[src/hdl/qpr_pkg.sv]
`timescale 1ns / 1ps

package qpr_pkg;

  localparam int unsigned MapEntries = 4096;
  localparam int unsigned AddrW      = $clog2(MapEntries);
  localparam int unsigned MbShift    = 4;

  localparam int unsigned FrameW = 13;
  localparam int unsigned MapDimW = 7;
  localparam int unsigned GridW  = FrameW - MbShift + 1;
  localparam int unsigned MbW    = 8;
  localparam int unsigned ProdW  = MbW + MapDimW;
  localparam int unsigned IdxW   = 2 * MapDimW;
  localparam int unsigned QpW    = 6;
  localparam int unsigned ByteW  = 8;
  localparam int unsigned CfgIdxW = 2;

  localparam logic [QpW-1:0]   DefaultQp = 6'd23;
  localparam logic [ByteW-1:0] MaxQp     = 8'd51;

  localparam logic [CfgIdxW-1:0] RegFrameWidth  = 2'd0;
  localparam logic [CfgIdxW-1:0] RegFrameHeight = 2'd1;
  localparam logic [CfgIdxW-1:0] RegMapWidth    = 2'd2;
  localparam logic [CfgIdxW-1:0] RegMapHeight   = 2'd3;

  localparam logic FuncWrite = 1'b0;
  localparam logic FuncQuery = 1'b1;

  typedef struct packed {
    logic capture;
    logic write;
    logic div_start;
    logic div_sel_y;
    logic take_x;
    logic take_y;
    logic calc_addr;
    logic read;
    logic finish;
  } qpr_cmd_t;

  typedef struct packed {
    logic lookup;
    logic div_done;
  } qpr_sts_t;

endpackage

[src/hdl/qpr_ctrl.sv]
`timescale 1ns / 1ps

module qpr_ctrl (
  input  logic              clk_i,
  input  logic              rst_ni,
  input  logic              start_i,
  input  logic              func_i,
  input  qpr_pkg::qpr_sts_t sts_i,
  output qpr_pkg::qpr_cmd_t cmd_o,
  output logic              busy_o
);
  import qpr_pkg::*;

  localparam logic [2:0] StIdle   = 3'd0;
  localparam logic [2:0] StXStart = 3'd1;
  localparam logic [2:0] StXWait  = 3'd2;
  localparam logic [2:0] StYStart = 3'd3;
  localparam logic [2:0] StYWait  = 3'd4;
  localparam logic [2:0] StAddr   = 3'd5;
  localparam logic [2:0] StRead   = 3'd6;
  localparam logic [2:0] StDone   = 3'd7;

  logic [2:0] state_q, state_d;

  always_comb begin
    state_d = state_q;
    cmd_o   = '0;
    unique case (state_q)
      StIdle: begin
        if (start_i) begin
          if (func_i == FuncQuery) begin
            cmd_o.capture = 1'b1;
            state_d = sts_i.lookup ? StXStart : StDone;
          end else begin
            cmd_o.write = 1'b1;
          end
        end
      end
      StXStart: begin
        cmd_o.div_start = 1'b1;
        state_d = StXWait;
      end
      StXWait: begin
        if (sts_i.div_done) begin
          cmd_o.take_x = 1'b1;
          state_d = StYStart;
        end
      end
      StYStart: begin
        cmd_o.div_start = 1'b1;
        cmd_o.div_sel_y = 1'b1;
        state_d = StYWait;
      end
      StYWait: begin
        if (sts_i.div_done) begin
          cmd_o.take_y = 1'b1;
          state_d = StAddr;
        end
      end
      StAddr: begin
        cmd_o.calc_addr = 1'b1;
        state_d = StRead;
      end
      StRead: begin
        cmd_o.read = 1'b1;
        state_d = StDone;
      end
      StDone: begin
        cmd_o.finish = 1'b1;
        state_d = StIdle;
      end
      default: state_d = StIdle;
    endcase
  end

  always_ff @(posedge clk_i or negedge rst_ni) begin
    if (!rst_ni) begin
      state_q <= StIdle;
    end else begin
      state_q <= state_d;
    end
  end

  assign busy_o = (state_q != StIdle);

endmodule

[config.mk]
export PLATFORM = sky130hd
export DESIGN_NAME = qpr_ctrl
export DESIGN_NICKNAME = d
export VERILOG_FILES = /design/src/hdl/qpr_pkg.sv /design/src/hdl/qpr_ctrl.sv
export SDC_FILE = /design/constraint.sdc
export NUM_CORES = 1
export LEC_CHECK = 0
export BUFFER_PORTS_ARGS = -buffer_cell sky130_fd_sc_hd__buf_4
export CORE_AREA = 2 2 39 41
export DETAILED_ROUTE_END_ITERATION = 8
export DIE_AREA = 0 0 41 43
export PLACE_DENSITY = 0.41
export SYNTH_ARGS = -nofsm -noshare
export SYNTH_HDL_FRONTEND = slang
export SYNTH_SLANG_ARGS = --single-unit
[constraint.sdc]
create_clock -name clk_i -period 2.1 [get_ports clk_i]
set_input_delay 0.105 -clock clk_i [delete_from_list [all_inputs] [get_ports clk_i]]
set_output_delay 0.105 -clock clk_i [all_outputs]
set_load 0.02 [all_outputs]
Word level (Yosys, flattened, before mapping)
Index checks and enable logic that the tools add are counted.
{"block": "totals", "input_bits": 6, "regBits": 3, "output_inout_bits": 10}
{"block": "classes", "n_mux": 18, "reduce_logical": 4, "eq_ne": 11}
{"cell": "$pmux 3 s8", "n": 1}
{"cell": "$mux 3", "n": 5}
{"cell": "$eq 3x3->1 const B", "n": 4}
{"cell": "$mux 1", "n": 10}
{"cell": "$ne 2x2->1 const B", "n": 4}
{"cell": "$eq 3x2->1 const B", "n": 2}
{"cell": "$mux 2", "n": 2}
{"cell": "$reduce_and 4->1", "n": 1}
{"cell": "$eq 3x1->1 const B", "n": 1}
{"cell": "$logic_not 3->1", "n": 1}
{"cell": "$reduce_bool 3->1", "n": 1}
{"cell": "$reduce_or 2->1", "n": 1}

Depth between registers and ports, before layout
{"block": "depth", "depth_word": 4, "mapped_depth": 3, "depth_no_buf": 2}

Least setup slack after synthesis
Ideal clock, no wire load.
{"block": "synth_timing", "kind": "reg2out", "from": "register state_q[1]", "to": "output cmd_o[3] (netlist name)", "t_arrival_ns": 1.244, "path_stages_with_launch": 3, "required_ns": 1.995, "path_slack_ns": 0.751, "path_cell_list": "dfrtp_1 -> buf_2 -> nor4bb_1"}
{"element": "start: declaration", "line": "qpr_ctrl.sv:23", "text": "logic [2:0] state_q, state_d;"}
{"element": "start signal: assignment", "line": "qpr_ctrl.sv:78", "text": "state_q <= StIdle;"}
{"element": "start signal: assignment", "line": "qpr_ctrl.sv:80", "text": "state_q <= state_d;"}
{"element": "end: declaration", "line": "qpr_ctrl.sv:9", "text": "output qpr_pkg::qpr_cmd_t cmd_o,"}

==> flow_summary.json <==
{
  "h-tree-depth": 1,
  "grt_first_pass_wirelength_um": 938,
  "final-instance-count-excl-fill": 62,
  "post_synth_num_cell_types": 20,
  "critical_path_class": "reg -> out",
  "syn-instance-count": 29,
  "dieHeight_um": 43,
  "pwr_density_cell_nw_per_um2": 1400,
  "drt_first_iter_violations": 2,
  "drt_drc_violations_left": 0,
  "hold_path.class": "in -> reg",
  "worstSetupEndpointType": "output pin",
  "tns_ns": 0,
  "maximum_net_fanout_on_the_critical_path": 13,
  "antenna_found_initial": 0,
  "pwr-share-comb": 0.545,
  "power.share.clock": 0.170,
  "area_growth_syn_to_layout_pct": 55.4,
  "layout_top_registers": "state_q (3)",
  "floorplan_die_width_um": 41,
  "cts_tree": "yes",
  "power.ir.vdd_worst_mv": 0.428,
  "critical_path.cell_chain": "or3_4 > nor3b_2 > buf_4",
  "arrival_ns": 1.49,
  "buffer_ports.inserted": 15,
  "finalNetCount": 53,
  "rows": 14,
  "worst-slew-pin-transition_ns": 0.325,
  "path_buf_inv": 1,
  "wl_per_cell_um": 10.5,
  "overall_overflow_remaining_after_global_route": 0,
  "layout-drive-gt1-share": 0.478,
  "synth_area_per_cell_um2": 9.19,
  "largest_register_ffs": 3,
  "static-leakage-power_nw": 0.204,
  "post-cts-setup-buffer-count": 0,
  "multi_input_area_um2": 170,
  "top_register_by_number_of_flip_flops": "state_q",
  "share_seq_of_total_power": 0.285,
  "critical-path-top-delay-family": "simple AND/OR/NAND/NOR gates",
  "area.sequential_um2": 75.1,
  "clock.fmax_ghz": 0.627,
  "effective_utilization_at_floorplan": 0.193,
  "routed_wl_um": 649,
  "outcome": "finished clean",
  "die_area_um2": 1760,
  "worstSetupStartpointType": "register",
  "antenna_violating_nets_post_route": 0,
  "vias": 279,
  "insertion_delay_ns": 0.23,
  "netSwitchingPower_mw": 0.252,
  "grt_pass1_vias": 217,
  "clk_root_buffer_cell": "clkbuf_4",
  "final_cell_mix": "buf_4 (15), nor2_1 (4), clkbuf_4 (3), dfrtp_1 (3)",
  "replace_congestion": 0.660,
  "path_clk_slew_ns": 0.04,
  "max_stage_delay_ns": 0.48,
  "unrepaired_setup_endpoints_after_global_routing": "false",
  "cell_with_the_biggest_individual_delay_on_the_critical_path": "dfrtp_1",
  "internal_power_mw": 0.327,
  "report.final.setup_viol": 0,
  "cts.sink_count": 3,
  "postSynthRegisterBits": 3,
  "mostFrequentLayoutCell": "buf_4",
  "grt_usage": 0.0775,
  "placedCellCount": 57,
  "post_synth_instance_area_um2": 267,
  "syn-num-nets": 35,
  "report.final.slew_viol_count": 0,
  "fill_cells": 157,
  "finish.utilization": 0.299,
  "clock_skew_after_layout_ns": 0.000911,
  "synthesis.yosys.warnings": 0,
  "slew_headroom": 0.783,
  "ctsLongestPathBuffers": 2,
  "grt_max_degree": 14,
  "core_area_um2": 1380,
  "antennaDiodeCount": 0,
  "numCtsBuffers": 3,
  "hold_viol": 0,
  "dp.final_hpwl_um": 488,
  "num_io_pins": 16,
  "drv.max_cap_violation_count": 0,
  "crit_required_ns": 2.00,
  "fin_crit_share": 0.759,
  "switching_share": 0.435,
  "final_period_minus_worst_setup_slack_ns": 1.59,
  "routed_via_density": 4.50,
  "drt-pass1-iter-count": 4,
  "share_of_synthesized_area_occupied_by_flip_flops_and_latches": 0.282
}
==> synth_stat cells (all sizes together) <==
cell type	number	area [µm²]
nand4bb	1	11.3
nor2	4	15.0
a221oi	1	8.76
and2	1	6.26
a211o	1	8.76
a21oi	2	10.0
nand2	2	7.51
nor4bb	1	10.0
or3	1	11.3
nor3b	1	12.5
nand3b	1	7.51
a21boi	1	7.51
and4bb	1	12.5
and2b	1	7.51
and3	1	6.26
and3b	3	27.5
dfrtp	3	75.1
buf	3	21.3
==> layout make-up <==
type,instances,area share
Multi-Input combinational cell,23,0.411
Timing Repair Buffer,16,0.296
Tap cell,16,0.0483
Clock buffer,4,0.0634
Sequential cell,3,0.181
==> worst paths after layout <==
kind	from	end	slack [ns]	depth (start not counted)
min in group asynchronous	rst_ni	state_q[2]$_DFFE_PN0P_	0.20	2
setup / recovery	state_q[2]$_DFFE_PN0P_	cmd_o[7]	0.51	3
max in group asynchronous	rst_ni	state_q[1]$_DFFE_PN0P_	1.80	2
hold / removal	sts_i[1]	state_q[1]$_DFFE_PN0P_	0.18	3
hold reg to reg	state_q[0]$_DFFE_PN0P_	state_q[0]$_DFFE_PN0P_	0.65	1
setup reg to reg	state_q[2]$_DFFE_PN0P_	state_q[2]$_DFFE_PN0P_	0.93	2
==> metal layers <==
layer  share of wire  vias up  GRT usage
met1            0.47      131      0.117
li1                -      138          -
met3           0.072        0     0.0314
met2            0.46       10      0.100
met5               0        -          0
met4               0        0     0.0200
==> per-stage QoR <==
stage	area, µm²	hold WS [ns]	setup slack (ns)	total power [mW]
3_3_place_gp	378	-0.105	0.772	0.479
2_1_floorplan	267	-0.191	0.751	0.388
3_5_place_dp	378	-0.105	0.727	0.486
6_report	414	0.178	0.506	0.578
4_1_cts	414	0.174	0.479	0.594
5_1_grt	414	0.200	0.422	0.629
==> logic make-up after synthesis <==
kind of cell	Yosys count	share of synthesized area
AND/OR/NAND/NOR	18	0.507
AO/OA/AOI/OAI	5	0.131
flip-flops	3	0.282
buffers and inverters	3	0.0798
==> timing repair <==
action                                 CTS  global route
hold buffers                             1             0
gates resized for setup                  0             0
endpoints found under the hold margin    3             0
setup endpoints to repair                0             0
==> worst min-delay path: cells and delay by family <==
family          cells  cell delay, ns
compound gates      1            0.07
simple gates        1            0.11
buf+inv             1            0.08
==> power by group through the flow <==
stage	Combinational [mW]	Sequential (mW)	Clock (mW)
finish	0.315	0.165	0.0984
global route	0.345	0.177	0.108
CTS	0.320	0.169	0.104
detailed placement	0.318	0.168	0
global placement	0.318	0.162	0
floorplan	0.282	0.106	0
(Power assumes the default switching activity.)
